$ cat src/hw/rtl/nge_pkg.sv
`timescale 1ns / 1ps
// Shared types, constants and helper functions for the noise gate envelope block.
// Used by every module and interface under hw/rtl except nge_queue; depends on nothing else.
package nge_pkg;

    // Frame shape and fixed-point formats.
    localparam int CHANNELS        = 2;
    localparam int SAMPLE_BITS_DEF = 24;
    localparam int THRESH_BITS     = 24;
    localparam int COEF_BITS       = 17;
    localparam int FRAC_BITS       = 16;
    localparam int CH_BITS         = (CHANNELS > 1) ? $clog2(CHANNELS) : 1;
    localparam int QUEUE_DEPTH     = 2;

    localparam logic [COEF_BITS-1:0] ONE_Q16 = COEF_BITS'(1 << FRAC_BITS);

    // Configuration port.
    localparam int CFG_INDEX_BITS = 3;
    localparam int CFG_DATA_BITS  = 24;

    typedef enum logic [CFG_INDEX_BITS-1:0] {
        REG_GATE_ENABLE = 3'd0,
        REG_THRESHOLD   = 3'd1,
        REG_ATTACK      = 3'd2,
        REG_RELEASE     = 3'd3,
        REG_OPEN_GAIN   = 3'd4,
        REG_CLOSED_GAIN = 3'd5
    } cfg_index_t;

    // Register contents as the datapath sees them, coefficients and gains clamped to one.
    typedef struct packed {
        logic                   gate_enable;
        logic [THRESH_BITS-1:0] threshold_level;
        logic [COEF_BITS-1:0]   attack_coef;
        logic [COEF_BITS-1:0]   release_coef;
        logic [COEF_BITS-1:0]   open_gain;
        logic [COEF_BITS-1:0]   closed_gain;
    } cfg_t;

    // Sequencer of the back end.
    typedef enum logic [2:0] {
        ST_IDLE,
        ST_ENV_MUL,
        ST_ENV_ADD,
        ST_GAIN_MUL,
        ST_GAIN_ADD,
        ST_CHAN
    } back_state_t;

    // Limit a Q1.16 value to unity.
    function automatic logic [COEF_BITS-1:0] clamp_one(input logic [COEF_BITS-1:0] v);
        clamp_one = (v > ONE_Q16) ? ONE_Q16 : v;
    endfunction

endpackage

$ cat src/hw/rtl/nge_if.sv
`timescale 1ns / 1ps
// Valid/ready channel interfaces: audio frames in, gated frames out, register writes.
// Widths come from nge_pkg.
interface nge_in_if #(
    parameter int SAMPLE_BITS = nge_pkg::SAMPLE_BITS_DEF
);
    logic                          valid;
    logic                          ready;
    logic signed [SAMPLE_BITS-1:0] sample_zero;
    logic signed [SAMPLE_BITS-1:0] sample_one;

    modport source (output valid, output sample_zero, output sample_one, input ready);
    modport sink   (input valid, input sample_zero, input sample_one, output ready);
endinterface

interface nge_out_if #(
    parameter int SAMPLE_BITS = nge_pkg::SAMPLE_BITS_DEF
);
    logic                          valid;
    logic                          ready;
    logic signed [SAMPLE_BITS-1:0] gated_zero;
    logic signed [SAMPLE_BITS-1:0] gated_one;

    modport source (output valid, output gated_zero, output gated_one, input ready);
    modport sink   (input valid, input gated_zero, input gated_one, output ready);
endinterface

interface nge_cfg_if;
    logic                                valid;
    logic                                ready;
    logic [nge_pkg::CFG_INDEX_BITS-1:0]  index;
    logic [nge_pkg::CFG_DATA_BITS-1:0]   data;

    modport source (output valid, output index, output data, input ready);
    modport sink   (input valid, input index, input data, output ready);
endinterface

$ cat src/hw/rtl/nge_regs.sv
`timescale 1ns / 1ps
// Configuration register file of the noise gate.
// Depends on nge_pkg and nge_cfg_if.
module nge_regs (
    input  logic          clk,
    input  logic          rst_n,
    nge_cfg_if.sink       cfg,
    output nge_pkg::cfg_t cfg_val
);

    logic                            enable_reg;
    logic [nge_pkg::THRESH_BITS-1:0] threshold_reg;
    logic [nge_pkg::COEF_BITS-1:0]   attack_reg;
    logic [nge_pkg::COEF_BITS-1:0]   release_reg;
    logic [nge_pkg::COEF_BITS-1:0]   open_reg;
    logic [nge_pkg::COEF_BITS-1:0]   closed_reg;
    logic                            wr_en;

    // Writes are always taken.
    assign cfg.ready = 1'b1;
    assign wr_en     = cfg.valid;

    // Register writes; indexes past the list are dropped.
    always_ff @(posedge clk or negedge rst_n)
    begin
        if (!rst_n)
        begin
            enable_reg    <= 1'b0;
            threshold_reg <= '0;
            attack_reg    <= nge_pkg::ONE_Q16;
            release_reg   <= nge_pkg::ONE_Q16;
            open_reg      <= nge_pkg::ONE_Q16;
            closed_reg    <= '0;
        end
        else if (wr_en)
        begin
            unique case (nge_pkg::cfg_index_t'(cfg.index))
                nge_pkg::REG_GATE_ENABLE: enable_reg    <= cfg.data[0];
                nge_pkg::REG_THRESHOLD:   threshold_reg <= cfg.data[nge_pkg::THRESH_BITS-1:0];
                nge_pkg::REG_ATTACK:      attack_reg    <= cfg.data[nge_pkg::COEF_BITS-1:0];
                nge_pkg::REG_RELEASE:     release_reg   <= cfg.data[nge_pkg::COEF_BITS-1:0];
                nge_pkg::REG_OPEN_GAIN:   open_reg      <= cfg.data[nge_pkg::COEF_BITS-1:0];
                nge_pkg::REG_CLOSED_GAIN: closed_reg    <= cfg.data[nge_pkg::COEF_BITS-1:0];
                default:
                begin
                end
            endcase
        end
    end

    // Present clamped values so the datapath never sees a gain above one.
    always_comb
    begin
        cfg_val.gate_enable     = enable_reg;
        cfg_val.threshold_level = threshold_reg;
        cfg_val.attack_coef     = nge_pkg::clamp_one(attack_reg);
        cfg_val.release_coef    = nge_pkg::clamp_one(release_reg);
        cfg_val.open_gain       = nge_pkg::clamp_one(open_reg);
        cfg_val.closed_gain     = nge_pkg::clamp_one(closed_reg);
    end

endmodule

$ cat src/hw/rtl/nge_front.sv
`timescale 1ns / 1ps
// Front end: takes audio frames, finds the peak magnitude and tags pass-through frames.
// Depends on nge_pkg and nge_in_if.
module nge_front #(
    parameter int SAMPLE_BITS = nge_pkg::SAMPLE_BITS_DEF,
    parameter int ENTRY_BITS  = 1 + (nge_pkg::CHANNELS + 1) * SAMPLE_BITS
) (
    nge_in_if.sink           audio,
    input  logic             gate_enable,
    output logic             push_valid,
    input  logic             push_ready,
    output logic [ENTRY_BITS-1:0] push_data
);

    logic [nge_pkg::CHANNELS-1:0][SAMPLE_BITS-1:0] samples;
    logic [nge_pkg::CHANNELS-1:0][SAMPLE_BITS-1:0] mags;
    logic [SAMPLE_BITS-1:0]                        det;

    assign samples[0] = audio.sample_zero;
    assign samples[1] = audio.sample_one;

    // Magnitudes; full-scale negative comes out as 2^(SAMPLE_BITS-1), read as unsigned.
    always_comb
    begin
        for (int c = 0; c < nge_pkg::CHANNELS; c++)
        begin
            mags[c] = samples[c][SAMPLE_BITS-1] ? (~samples[c] + 1'b1) : samples[c];
        end
    end

    // Detector is the largest magnitude across channels.
    always_comb
    begin
        det = '0;
        for (int c = 0; c < nge_pkg::CHANNELS; c++)
        begin
            if (mags[c] > det)
            begin
                det = mags[c];
            end
        end
    end

    // Queue entry: pass-through tag, detector, raw samples.
    assign push_data   = {~gate_enable, det, samples};
    assign push_valid  = audio.valid;
    assign audio.ready = push_ready;

endmodule

$ cat src/hw/rtl/nge_queue.sv
`timescale 1ns / 1ps
// Small first-in first-out queue between the front and back ends.
// Register based; depends on no other file.
module nge_queue #(
    parameter int WIDTH = 8,
    parameter int DEPTH = 2
) (
    input  logic             clk,
    input  logic             rst_n,
    input  logic             push_valid,
    output logic             push_ready,
    input  logic [WIDTH-1:0] push_data,
    output logic             pop_valid,
    input  logic             pop_ready,
    output logic [WIDTH-1:0] pop_data
);

    localparam int PTR_BITS = (DEPTH > 1) ? $clog2(DEPTH) : 1;
    localparam int CNT_BITS = $clog2(DEPTH + 1);

    logic [WIDTH-1:0]    mem_reg [DEPTH];
    logic [PTR_BITS-1:0] wr_ptr_reg, wr_ptr_next;
    logic [PTR_BITS-1:0] rd_ptr_reg, rd_ptr_next;
    logic [CNT_BITS-1:0] count_reg, count_next;
    logic                do_push, do_pop;

    assign push_ready = (count_reg != CNT_BITS'(DEPTH));
    assign pop_valid  = (count_reg != '0);
    assign pop_data   = mem_reg[rd_ptr_reg];
    assign do_push    = push_valid && push_ready;
    assign do_pop     = pop_valid && pop_ready;

    // Pointer and occupancy update.
    always_comb
    begin
        wr_ptr_next = wr_ptr_reg;
        rd_ptr_next = rd_ptr_reg;
        count_next  = count_reg;
        if (do_push)
        begin
            wr_ptr_next = (wr_ptr_reg == PTR_BITS'(DEPTH - 1)) ? '0 : wr_ptr_reg + 1'b1;
        end
        if (do_pop)
        begin
            rd_ptr_next = (rd_ptr_reg == PTR_BITS'(DEPTH - 1)) ? '0 : rd_ptr_reg + 1'b1;
        end
        if (do_push && !do_pop)
        begin
            count_next = count_reg + 1'b1;
        end
        else if (do_pop && !do_push)
        begin
            count_next = count_reg - 1'b1;
        end
    end

    always_ff @(posedge clk or negedge rst_n)
    begin
        if (!rst_n)
        begin
            wr_ptr_reg <= '0;
            rd_ptr_reg <= '0;
            count_reg  <= '0;
        end
        else
        begin
            wr_ptr_reg <= wr_ptr_next;
            rd_ptr_reg <= rd_ptr_next;
            count_reg  <= count_next;
        end
    end

    // Entry storage.
    always_ff @(posedge clk)
    begin
        if (do_push)
        begin
            mem_reg[wr_ptr_reg] <= push_data;
        end
    end

endmodule

$ cat src/hw/rtl/nge_back.sv
`timescale 1ns / 1ps
// Back end: envelope follower, gain smoother and channel scaling on one shared multiplier.
// Depends on nge_pkg and nge_out_if.
module nge_back #(
    parameter int SAMPLE_BITS = nge_pkg::SAMPLE_BITS_DEF,
    parameter int ENTRY_BITS  = 1 + (nge_pkg::CHANNELS + 1) * SAMPLE_BITS
) (
    input  logic                  clk,
    input  logic                  rst_n,
    input  nge_pkg::cfg_t         cfg_val,
    input  logic                  pop_valid,
    output logic                  pop_ready,
    input  logic [ENTRY_BITS-1:0] pop_data,
    nge_out_if.source             gated
);

    localparam int CHN      = nge_pkg::CHANNELS;
    localparam int CB       = nge_pkg::CH_BITS;
    localparam int A_BITS   = SAMPLE_BITS + 2;
    localparam int B_BITS   = nge_pkg::COEF_BITS + 1;
    localparam int P_BITS   = A_BITS + B_BITS;
    localparam int CMP_BITS = (SAMPLE_BITS > nge_pkg::THRESH_BITS) ? SAMPLE_BITS
                                                                   : nge_pkg::THRESH_BITS;

    nge_pkg::back_state_t state_reg, state_next;

    logic [CB-1:0]                       chan_reg, chan_next;
    logic [SAMPLE_BITS-1:0]              env_reg, env_next;
    logic [nge_pkg::COEF_BITS-1:0]       gain_reg, gain_next;
    logic                                out_valid_reg, out_valid_next;
    logic                                bypass_reg;
    logic [SAMPLE_BITS-1:0]              det_reg;
    logic [CHN-1:0][SAMPLE_BITS-1:0]     samp_reg, res_reg, out_reg, out_next;
    logic signed [P_BITS-1:0]            prod_reg;

    // Sequencer controls.
    logic take_item, prod_load, env_load, gain_load, lane_load, out_load;
    logic last_chan, out_free;

    // Datapath wires.
    logic signed [A_BITS-1:0]            mul_a;
    logic signed [B_BITS-1:0]            mul_b;
    logic signed [P_BITS-1:0]            product;
    logic signed [P_BITS-1:0]            prod_shift, lane_shift;
    logic signed [A_BITS-1:0]            env_diff, env_sum;
    logic signed [B_BITS-1:0]            gain_diff;
    logic [B_BITS-1:0]                   gain_sum;
    logic [nge_pkg::COEF_BITS-1:0]       target;
    logic [nge_pkg::COEF_BITS-1:0]       env_coef, gain_coef;
    logic [SAMPLE_BITS-1:0]              lane;

    assign last_chan = (chan_reg == CB'(CHN - 1));
    assign out_free  = !out_valid_reg || gated.ready;

    // Envelope step operands: coefficient by direction of the detector.
    assign env_diff = $signed({2'b00, det_reg}) - $signed({2'b00, env_reg});
    assign env_coef = (det_reg > env_reg) ? cfg_val.attack_coef : cfg_val.release_coef;

    // Gain target from the updated envelope, then the smoothing step operands.
    assign target    = (CMP_BITS'(env_reg) >= CMP_BITS'(cfg_val.threshold_level))
                       ? cfg_val.open_gain : cfg_val.closed_gain;
    assign gain_diff = $signed({1'b0, target}) - $signed({1'b0, gain_reg});
    assign gain_coef = (target > gain_reg) ? cfg_val.attack_coef : cfg_val.release_coef;

    // Shared multiplier; shifts round toward minus infinity.
    assign product    = mul_a * mul_b;
    assign prod_shift = prod_reg >>> nge_pkg::FRAC_BITS;
    assign lane_shift = product >>> nge_pkg::FRAC_BITS;

    assign env_sum  = $signed({2'b00, env_reg}) + $signed(prod_shift[A_BITS-1:0]);
    assign gain_sum = {1'b0, gain_reg} + prod_shift[B_BITS-1:0];
    assign lane     = bypass_reg ? samp_reg[chan_reg] : lane_shift[SAMPLE_BITS-1:0];

    // Next state.
    always_comb
    begin
        state_next = state_reg;
        unique case (state_reg)
            nge_pkg::ST_IDLE:
            begin
                if (pop_valid)
                begin
                    state_next = pop_data[ENTRY_BITS-1] ? nge_pkg::ST_CHAN : nge_pkg::ST_ENV_MUL;
                end
            end
            nge_pkg::ST_ENV_MUL:  state_next = nge_pkg::ST_ENV_ADD;
            nge_pkg::ST_ENV_ADD:  state_next = nge_pkg::ST_GAIN_MUL;
            nge_pkg::ST_GAIN_MUL: state_next = nge_pkg::ST_GAIN_ADD;
            nge_pkg::ST_GAIN_ADD: state_next = nge_pkg::ST_CHAN;
            nge_pkg::ST_CHAN:
            begin
                if (last_chan && out_free)
                begin
                    state_next = nge_pkg::ST_IDLE;
                end
            end
            default:              state_next = nge_pkg::ST_IDLE;
        endcase
    end

    // Sequencer outputs and multiplier operand selection.
    always_comb
    begin
        pop_ready = 1'b0;
        take_item = 1'b0;
        prod_load = 1'b0;
        env_load  = 1'b0;
        gain_load = 1'b0;
        lane_load = 1'b0;
        out_load  = 1'b0;
        mul_a     = '0;
        mul_b     = '0;
        unique case (state_reg)
            nge_pkg::ST_IDLE:
            begin
                pop_ready = 1'b1;
                take_item = pop_valid;
            end
            nge_pkg::ST_ENV_MUL:
            begin
                mul_a     = env_diff;
                mul_b     = $signed({1'b0, env_coef});
                prod_load = 1'b1;
            end
            nge_pkg::ST_ENV_ADD:
            begin
                env_load = 1'b1;
            end
            nge_pkg::ST_GAIN_MUL:
            begin
                mul_a     = A_BITS'(gain_diff);
                mul_b     = $signed({1'b0, gain_coef});
                prod_load = 1'b1;
            end
            nge_pkg::ST_GAIN_ADD:
            begin
                gain_load = 1'b1;
            end
            nge_pkg::ST_CHAN:
            begin
                mul_a     = A_BITS'($signed(samp_reg[chan_reg]));
                mul_b     = $signed({1'b0, gain_reg});
                lane_load = 1'b1;
                out_load  = last_chan && out_free;
            end
            default:
            begin
            end
        endcase
    end

    // State register updates.
    always_comb
    begin
        chan_next = chan_reg;
        if (take_item)
        begin
            chan_next = '0;
        end
        else if (lane_load && !last_chan)
        begin
            chan_next = chan_reg + 1'b1;
        end
        env_next  = env_load  ? env_sum[SAMPLE_BITS-1:0] : env_reg;
        gain_next = gain_load ? gain_sum[nge_pkg::COEF_BITS-1:0] : gain_reg;
        if (out_load)
        begin
            out_valid_next = 1'b1;
        end
        else
        begin
            out_valid_next = out_valid_reg && !gated.ready;
        end
    end

    // Output payload: finished lanes plus the one produced this cycle.
    always_comb
    begin
        for (int c = 0; c < CHN; c++)
        begin
            out_next[c] = (CB'(c) == chan_reg) ? lane : res_reg[c];
        end
    end

    always_ff @(posedge clk or negedge rst_n)
    begin
        if (!rst_n)
        begin
            state_reg     <= nge_pkg::ST_IDLE;
            chan_reg      <= '0;
            env_reg       <= '0;
            gain_reg      <= nge_pkg::ONE_Q16;
            out_valid_reg <= 1'b0;
        end
        else
        begin
            state_reg     <= state_next;
            chan_reg      <= chan_next;
            env_reg       <= env_next;
            gain_reg      <= gain_next;
            out_valid_reg <= out_valid_next;
        end
    end

    // Payload registers.
    always_ff @(posedge clk)
    begin
        if (take_item)
        begin
            bypass_reg <= pop_data[ENTRY_BITS-1];
            det_reg    <= pop_data[CHN*SAMPLE_BITS +: SAMPLE_BITS];
            samp_reg   <= pop_data[CHN*SAMPLE_BITS-1:0];
        end
        if (prod_load)
        begin
            prod_reg <= product;
        end
        if (lane_load)
        begin
            res_reg[chan_reg] <= lane;
        end
        if (out_load)
        begin
            out_reg <= out_next;
        end
    end

    assign gated.valid      = out_valid_reg;
    assign gated.gated_zero = out_reg[0];
    assign gated.gated_one  = out_reg[1];

endmodule

$ cat src/hw/rtl/noise_gate_envelope_top.sv
`timescale 1ns / 1ps
// Top level of the audio noise gate with envelope follower.
// Depends on nge_pkg, nge_if, nge_regs, nge_front, nge_queue and nge_back.
//
//   Port    Direction  Transfer carries
//   audio   in         one frame: sample_zero, sample_one (signed)
//   gated   out        one frame: gated_zero, gated_one (signed)
//   cfg     in         register index and write data
//
// A gated frame is taken from the queue, then the envelope and the gain are each updated
// on the shared multiplier by a multiply step and an add step, and then each channel is
// scaled. A pass-through frame skips those updates. The shared multiplier sets the rate.
// Reset clears the envelope to zero and sets the gain to unity; registers take defaults.
// The two-entry queue keeps the input taking frames while the back end works, and the
// output register lets a result wait while the next frame is being processed.
module noise_gate_envelope_top #(
    parameter int SAMPLE_BITS = nge_pkg::SAMPLE_BITS_DEF
) (
    input  logic      clk,
    input  logic      rst_n,
    nge_in_if.sink    audio,
    nge_out_if.source gated,
    nge_cfg_if.sink   cfg
);

    localparam int ENTRY_BITS = 1 + (nge_pkg::CHANNELS + 1) * SAMPLE_BITS;

    nge_pkg::cfg_t         cfg_val;
    logic                  push_valid, push_ready;
    logic [ENTRY_BITS-1:0] push_data;
    logic                  pop_valid, pop_ready;
    logic [ENTRY_BITS-1:0] pop_data;

    nge_regs u_regs (
        .clk     (clk),
        .rst_n   (rst_n),
        .cfg     (cfg),
        .cfg_val (cfg_val)
    );

    nge_front #(
        .SAMPLE_BITS (SAMPLE_BITS),
        .ENTRY_BITS  (ENTRY_BITS)
    ) u_front (
        .audio       (audio),
        .gate_enable (cfg_val.gate_enable),
        .push_valid  (push_valid),
        .push_ready  (push_ready),
        .push_data   (push_data)
    );

    nge_queue #(
        .WIDTH (ENTRY_BITS),
        .DEPTH (nge_pkg::QUEUE_DEPTH)
    ) u_queue (
        .clk        (clk),
        .rst_n      (rst_n),
        .push_valid (push_valid),
        .push_ready (push_ready),
        .push_data  (push_data),
        .pop_valid  (pop_valid),
        .pop_ready  (pop_ready),
        .pop_data   (pop_data)
    );

    nge_back #(
        .SAMPLE_BITS (SAMPLE_BITS),
        .ENTRY_BITS  (ENTRY_BITS)
    ) u_back (
        .clk       (clk),
        .rst_n     (rst_n),
        .cfg_val   (cfg_val),
        .pop_valid (pop_valid),
        .pop_ready (pop_ready),
        .pop_data  (pop_data),
        .gated     (gated)
    );

    // The back end is still busy with a frame right after taking it, so it never takes two back to back.
    assert property (@(posedge clk) disable iff (!rst_n)
        (pop_valid && pop_ready) |=> !pop_ready)
        else $error("back end took two frames in consecutive cycles");

    // After a push into the queue, the queue is not empty on the next cycle.
    assert property (@(posedge clk) disable iff (!rst_n)
        (push_valid && push_ready) |=> pop_valid)
        else $error("queue lost a pushed frame");

    // The queue only fills up as a result of a push.
    assert property (@(posedge clk) disable iff (!rst_n)
        $fell(push_ready) |-> $past(push_valid))
        else $error("queue became full without a push");

endmodule

$ cat src/flat_wrapper.sv
// flat-port wrapper written by rule: the top's interface ports become plain ports
module noise_gate_envelope_top_flat 
#(
    parameter int SAMPLE_BITS = nge_pkg::SAMPLE_BITS_DEF
)
  (clk, rst_n, audio_valid, audio_sample_zero, audio_sample_one, audio_ready, gated_valid, gated_gated_zero, gated_gated_one, gated_ready, cfg_valid, cfg_index, cfg_data, cfg_ready);
  nge_in_if #(.SAMPLE_BITS(SAMPLE_BITS)) audio_i ();
  nge_out_if #(.SAMPLE_BITS(SAMPLE_BITS)) gated_i ();
  nge_cfg_if cfg_i ();
  input  logic clk;
  input  logic rst_n;
  input wire logic [$bits(audio_i.valid)-1:0] audio_valid;
  input wire logic [$bits(audio_i.sample_zero)-1:0] audio_sample_zero;
  input wire logic [$bits(audio_i.sample_one)-1:0] audio_sample_one;
  output wire logic [$bits(audio_i.ready)-1:0] audio_ready;
  output wire logic [$bits(gated_i.valid)-1:0] gated_valid;
  output wire logic [$bits(gated_i.gated_zero)-1:0] gated_gated_zero;
  output wire logic [$bits(gated_i.gated_one)-1:0] gated_gated_one;
  input wire logic [$bits(gated_i.ready)-1:0] gated_ready;
  input wire logic [$bits(cfg_i.valid)-1:0] cfg_valid;
  input wire logic [$bits(cfg_i.index)-1:0] cfg_index;
  input wire logic [$bits(cfg_i.data)-1:0] cfg_data;
  output wire logic [$bits(cfg_i.ready)-1:0] cfg_ready;
  assign audio_i.valid = audio_valid;
  assign audio_i.sample_zero = audio_sample_zero;
  assign audio_i.sample_one = audio_sample_one;
  assign audio_ready = audio_i.ready;
  assign gated_valid = gated_i.valid;
  assign gated_gated_zero = gated_i.gated_zero;
  assign gated_gated_one = gated_i.gated_one;
  assign gated_i.ready = gated_ready;
  assign cfg_i.valid = cfg_valid;
  assign cfg_i.index = cfg_index;
  assign cfg_i.data = cfg_data;
  assign cfg_ready = cfg_i.ready;
  noise_gate_envelope_top #(.SAMPLE_BITS(SAMPLE_BITS)) u_core (.clk(clk), .rst_n(rst_n), .audio(audio_i), .gated(gated_i), .cfg(cfg_i));
endmodule
$ cat config.mk
export PLATFORM = sky130hd
export DESIGN_NAME = noise_gate_envelope_top_flat
export DESIGN_NICKNAME = d
export VERILOG_FILES = /design/src/hw/rtl/nge_pkg.sv /design/src/hw/rtl/nge_if.sv /design/src/hw/rtl/nge_regs.sv /design/src/hw/rtl/nge_front.sv /design/src/hw/rtl/nge_queue.sv /design/src/hw/rtl/nge_back.sv /design/src/hw/rtl/noise_gate_envelope_top.sv /design/src/flat_wrapper.sv
export SDC_FILE = /design/constraint.sdc
export NUM_CORES = 2
export LEC_CHECK = 0
export BUFFER_PORTS_ARGS = -buffer_cell sky130_fd_sc_hd__buf_2
export CORE_UTILIZATION = 41
export DETAILED_ROUTE_END_ITERATION = 12
export PLACE_DENSITY_LB_ADDON = 0.15
export SLEW_MARGIN = 15
export SYNTH_ARGS = -nofsm -noshare
export SYNTH_HDL_FRONTEND = slang
export SYNTH_HIERARCHICAL = 1
export SYNTH_SLANG_ARGS = --single-unit
$ cat constraint.sdc
create_clock -name clk -period 14.7 [get_ports clk]
set_input_delay 1.47 -clock clk [delete_from_list [all_inputs] [get_ports clk]]
set_output_delay 1.47 -clock clk [all_outputs]
set_load 0.02 [all_outputs]
**Word-level counts from Yosys, hierarchy flattened**

Memory sizes are Yosys's and may differ from the RTL's.
Index checks and enable logic that the tools add are counted.

- Input port bits: 80
- Memory bits (writable): 146
- Register bits: 352
- Logic and storage cells: 131
- Output and inout port bits: 51
- Memories kept: 1

- Eq/ne operators: 13
- $lt $le $gt $ge: 11
- Reductions and logical operators: 27
- Multiply operators: 1
- Bitwise operators: 3
- Add/subtract/negate cells: 11
- Mux-type cells: 41

Memory list:

| name | words | bits a word | read ports | clocked after Yosys merged registers in | wr ports | RTL line | RTL |
|---|---|---|---|---|---|---|---|
| u_core.u_queue.mem_reg | 2 | 73 | 1 | 0 | 1 | nge_queue.sv:21 | `logic [WIDTH-1:0] mem_reg [DEPTH];` |

Operators with widths:

| operator | number |
|---|---|
| $mux 24 | 10 |
| $mux 17 | 7 |
| $pmux 26 s3 | 1 |
| $gt 17x17->1 const B | 4 |
| $pmux 17 s3 | 1 |
| $add 24x1->24 const B | 2 |
| $bwmux 48 | 1 |
| $gt 24x24->1 | 2 |
| $not 24->24 | 2 |
| $mul 26x18->40 | 1 |
| $sub 24x24->25 | 1 |
| $add 24x24->24 | 1 |
| $demux 24 s1 | 1 |
| $ge 24x24->1 | 1 |
| $gt 24x1->1 const B | 1 |
| $pmux 3 s6 | 1 |
| $sub 17x17->18 | 1 |
| $add 17x17->17 | 1 |
| $gt 17x17->1 | 1 |
| $mux 1 | 14 |
| $reduce_and 2->1 | 7 |
| $eq 3x2->1 const B | 4 |
| $eq 3x3->1 const B | 4 |
| $mux 3 | 3 |
| other kinds (15) | 35 |

**Logic depth before layout (Yosys ltp)**

- Depth in word-level cells: 9
- Gate-level depth with buffers: 52

**Modules after synthesis**

The synthesis kept the hierarchy.

By module, submodules not included:

| module | area each (um^2) | cells an instance | sequential area each (um^2) | times used |
|---|---|---|---|---|
| nge_back | 28,102.0 | 2,926 | 6,947.9 | 1 |
| nge_queue | 5,709.2 | 245 | 4,484.3 | 1 |
| nge_regs | 4,142.7 | 298 | 2,331.0 | 1 |
| nge_front | 2,164.6 | 292 | 0.0 | 1 |

**Worst setup path after synthesis**

Ideal clock, no wire load.

- Path kind: register -> register
- Start point: register u_core.u_back.env_reg[0]
- End point: register u_core.u_back.out_reg, in the netlist u_core/u_back/gated.gated_one[23], data pin
- Required time: 14,424 ps
- Setup slack: 3,043 ps
- Library setup time: 276 ps
- Stages on the path, launching flop included: 50
- Path buffers: 3
- Clock period less this slack: 11,657 ps
- Arrival time: 11,381 ps
- Cell sequence: dfrtp_1 inv_1 ha_1 nand2b_1 a21o_1 a21o_1 a21o_1 a21o_1 a21oi_1 o21ai_0 a41oi_1 a21oi_1 a21oi_1 buf_2 mux2_2 ha_1 nand3_1 or2_1 [... 14 more ...] inv_1 fa_1 inv_1 fa_1 fa_1 fa_1 ha_1 a21oi_1 o21ai_0 a221oi_1 a31oi_2 a31oi_4 o21ai_1 a2111o_1 a31oi_1 xnor3_2 mux2i_1 a21oi_1

RTL lines:

| item | RTL line | RTL |
|---|---|---|
| from (decl) | nge_back.sv:28 | `logic [SAMPLE_BITS-1:0] env_reg, env_next;` |
| from (signal assigned) | nge_back.sv:199 | `env_reg <= env_next;` |
| to (signal assigned) | nge_back.sv:224 | `out_reg <= out_next;` |
| to (decl) | nge_back.sv:33 | `logic [CHN-1:0][SAMPLE_BITS-1:0] samp_reg, res_reg, out_reg, out_next;` |

**Worst setup path in the final report**

- Start point: register u_core.u_back.env_reg[0]
- End point: register u_core/u_back/res_reg[19] (netlist bit), data pin

- Longest elaborated chain between the ends: 8

RTL lines:

| item | RTL line | RTL |
|---|---|---|
| $ge 24x24->1 | nge_back.sv:60 | `assign target = (CMP_BITS'(env_reg) >= CMP_BITS'(cfg_val.threshold_level))` |
| $mux 17 | nge_back.sv:61 | `? cfg_val.open_gain : cfg_val.closed_gain;` |
| $gt 17x17->1 | nge_back.sv:63 | `assign gain_coef = (target > gain_reg) ? cfg_val.attack_coef : cfg_val.release_coef;` |
| $mux 17 | nge_back.sv:63 |  |
| $pmux 17 s3 | nge_back.sv:113 | `unique case (state_reg)` |
| $mul 26x18->40 (*) | nge_back.sv:66 | `assign product = mul_a * mul_b;` |
| named net u_core.u_back.product[35] | nge_back.sv:43 | `logic signed [P_BITS-1:0] product;` |
| $mux 24 (*) | nge_back.sv:72 | `assign lane = bypass_reg ? samp_reg[chan_reg] : lane_shift[SAMPLE_BITS-1:0];` |
| $bwmux 48 (*) | nge_back.sv:220 | `res_reg[chan_reg] <= lane;` |
| to (signal, indexed assignment) | nge_back.sv:220 |  |
| to (decl) | nge_back.sv:33 |  |

Mark *: on every way through the listed nets, which the timed path passes. The rest lies on a longest branch.
A chain may end at the register's enable or synchronous reset.

==> out/results.tsv <==
stage	metric	value	unit
floorplan	row count	114	
cts	Num CTS Buffers	51	
floorplan	# IOs	131	
timing	Worst Max-Slew Pin Slew	1.09	ns
cts	postcts setup bufs	0	
logic_synthesis	syn_nets	4464	
finish	Largest register FFs	146	
worst_setup_path	Worst Path Required	15.12	ns
logic_synthesis	Seq/Total Area, Yosys	34.3	%
finish	share of layout cells above drive strength 1	13.5	%
global_routing	largest net degree at the start of global routing	96	
logic_synthesis	Post-synth EDFFs	339	
finish	Ant. Diodes	0	
logic_synthesis	Gate Count Post-Synth	3761	
worst_setup_path	critical path endpoint category	flip-flop	
timing	Max Transition Viols Final	0	
outcome	status	finished, violations left	
logic_synthesis	Syn Std Cell Area	40100	sq um
cts	Max Buffers Root-to-Sink	3	
cts	CTS Hold Bufs	0	
worst_setup_path	crit-path max cell delay	0.87	ns
cts	CTS tree	yes	
floorplan	Initial Util	41.4	%
global_routing	initial antenna violation count	3	
cts	clock insertion delay at the later pin of the skew report	0.60	ns
logic_synthesis	Primary FF master, synth	edfxtp_1	
timing	# setup viols final	0	
worst_setup_path	CP max-delay cell	a21oi_2	
worst_setup_path	Critical Path Most Common Cell	fa_1	
timing	final setup TNS	0	ns
global_routing	vias in the first global route	27500	
worst_setup_path	Startpoint Class	flip-flop	
floorplan	die span in y	315	um
detailed_routing	DR WL/cell	22.3	um
floorplan	Die Span X	315	um
placement	DP HPWL	90200	um
logic_synthesis	Seq cells post-synth	482	
logic_synthesis	count of cell types in the netlist	98	
worst_setup_path	CP top delay family	compound AO/OA/AOI/OAI gates	
detailed_routing	final WL	115000	um
finish	Layout area overhead	8.54	%
detailed_routing	DR pass1 iterations	9	
floorplan	core area	96900	sq um
placement	gpl congestion	0.924	
logic_synthesis	syn avg cell area	10.7	sq um
timing	highest clock rate	0.0745	GHz
logic_synthesis	YS warnings	6	
cts	Post-CTS Resized	0	
timing	Clock Skews	0.0180	ns
floorplan	Die Area	99100	sq um
detailed_routing	vias per std cell	5.26	
finish	Layout Nets	4527	
detailed_routing	Remaining DRCs	2	
placement	I/O Buffers	129	
timing	crit path time final	13.42	ns
finish	most frequent cells in the layout	inv_1 (571), fa_1 (398), nand2_1 (361), edfxtp_1 (339), nor2_1 (250)	
cts	Sink Count	482	
detailed_routing	initial drt markers	1825	
detailed_routing	Final ANT Viol Nets	0	
logic_synthesis	Async SR Flop Fraction	29.7	%
timing	RSZ-0062 raised after global routing	no	
worst_setup_path	Worst Path Arrival	13.84	ns
worst_setup_path	critical path class	flip-flop to flip-flop	
finish	commonest non-fill, non-tap cell in the layout	inv_1	
detailed_routing	DR vias	27000	
cts	clock-pin slew on the worst setup and hold paths	0.06	ns
finish	Filler Cell Count	9199	
timing	Max-slew headroom	25.4	%
global_routing	first-pass GRT wire length	176000	um
flow_run	total of max-cap violations	0	
hold_path	Hold Path Class	flip-flop to flip-flop	
outcome	failing checks	DRC	
global_routing	GR Overflow Total	0	
cts	Root Buffer	clkbuf_16	
worst_setup_path	crit-path max FO	18	
worst_setup_path	Bufs and invs on worst path	7	
cts	H-tree depth	2	
global_routing	GRT Total Usage	23.6	%
timing	Final Hold Fails	0	
timing	fin crit share	91.3	%
## path summary, 6_finish.rpt
check / startpoint / end / slack, ns / cells past startpoint
worst max-delay path: u_core/u_back/env_reg[0] / u_core/u_back/res_reg[19] / 1.28 / 48
worst min register to register: u_core/u_queue/count_reg[1] / u_core/u_queue/count_reg[1] / 0.48 / 1
worst max register to register: u_core/u_back/env_reg[0] / u_core/u_back/res_reg[19] / 1.28 / 48
worst min-delay path: u_core/u_queue/count_reg[1] / u_core/u_queue/count_reg[1] / 0.48 / 1
max in group asynchronous: rst_n / u_core/u_back/chan_reg / 12.38 / 2
min in group asynchronous: rst_n / u_core/u_regs/closed_reg[8] / 0.97 / 1
## cells in the mapped netlist, types with 6 or more instances
cell type	number	area share, %
a211oi_1	13	0.24
a21o_1	47	0.88
a21oi_1	172	2.1
a221o_1	7	0.17
a221oi_1	8	0.17
a31oi_1	9	0.14
a41oi_1	6	0.13
and2_1	19	0.30
and3_1	12	0.19
buf_1	11	0.10
buf_2	13	0.16
buf_4	55	1.0
buf_6	15	0.42
clkbuf_1	87	0.81
dfrtp_1	139	8.7
edfxtp_1	339	25
fa_1	398	20
ha_1	225	7.0
inv_1	572	5.4
mux2_2	138	3.9
mux2_4	60	2.2
mux2i_1	76	1.9
nand2_1	361	3.4
nand2b_1	28	0.44
nand3_1	29	0.36
nand4_1	9	0.14
nor2_1	251	2.3
nor2b_1	123	1.9
nor3_1	17	0.21
nor4_1	25	0.39
o211ai_1	10	0.19
o21a_1	28	0.52
o21ai_0	117	1.5
o21ai_1	25	0.31
o21bai_1	14	0.26
o22ai_1	10	0.16
o31ai_1	20	0.37
or3_1	8	0.12
or4_1	10	0.19
xnor2_1	74	1.6
xor2_1	77	1.7
## through the flow
| step | utilization, % | std cells | hold slack, ns | area, sq um | worst slack [ns] |
|---|---|---|---|---|---|
| 6_report | 45.0 | 5141 | 0.484 | 43500 | 1.28 |
| 5_1_grt | 45.0 | 5141 | 0.516 | 43500 | 0.437 |
| 4_1_cts | 45.0 | 5141 | 0.488 | 43500 | 1.29 |
| 3_5_place_dp | 43.3 | 5047 | 0.476 | 41900 | 1.36 |
| 3_3_place_gp | 43.3 | 5047 | 0.481 | 41900 | 1.59 |
| 2_1_floorplan | - | 3761 | 0.456 | 40100 | 3.04 |
## layer usage
| layer | GRT usage (%) | vias up | part of all wire, % |
|---|---|---|---|
| li1 | - | 12600 | - |
| met1 | 33.6 | 13700 | 45 |
| met4 | 6.31 | 0 | 2.6 |
| met3 | 2.01 | 115 | 4.7 |
| met2 | 38.8 | 646 | 48 |
| met5 | 0 | - | 0 |
## cell families (layout without fill, tap and decap cells)
logic type	count (synthesis)	in the layout	synth area share, %
AO/OA/AOI/OAI	548	548	8.76
XOR/XNOR	152	152	3.36
adder cells (fa/ha/maj)	623	623	26.9
buffers and inverters	756	860	7.91
flip-flops	482	482	34.3
multiplexers	276	276	8.07
other	1	1	0.00935
AND/OR/NAND/NOR	923	923	10.7
## worst reg2reg max path, delay by kind of cell, from the launching register on
family	cells	cell delay (ns)
buffers and inverters	7	0.87
flip-flops	1	0.39
multiplexers	3	0.73
adder cells (fa/ha/maj)	9	4.02
XOR/XNOR	1	0.28
AO/OA/AOI/OAI	20	5.81
AND/OR/NAND/NOR	8	1.13
## area by class of cell
type                            count  area, sq um  area share [%]
Clock inverter                     17          169           0.388
Tap cell                         1276         1600            3.67
Sequential cell                   482        13800            31.6
Clock buffer                       77         1480            3.39
Multi-Input combinational cell   2523        23300            53.4
Inverter                          575         2160            4.96
Timing Repair Buffer              191         1120            2.57
Power is not shown: default switching activity piles up to over one toggle a cycle in this logic, so the estimate is an artifact.
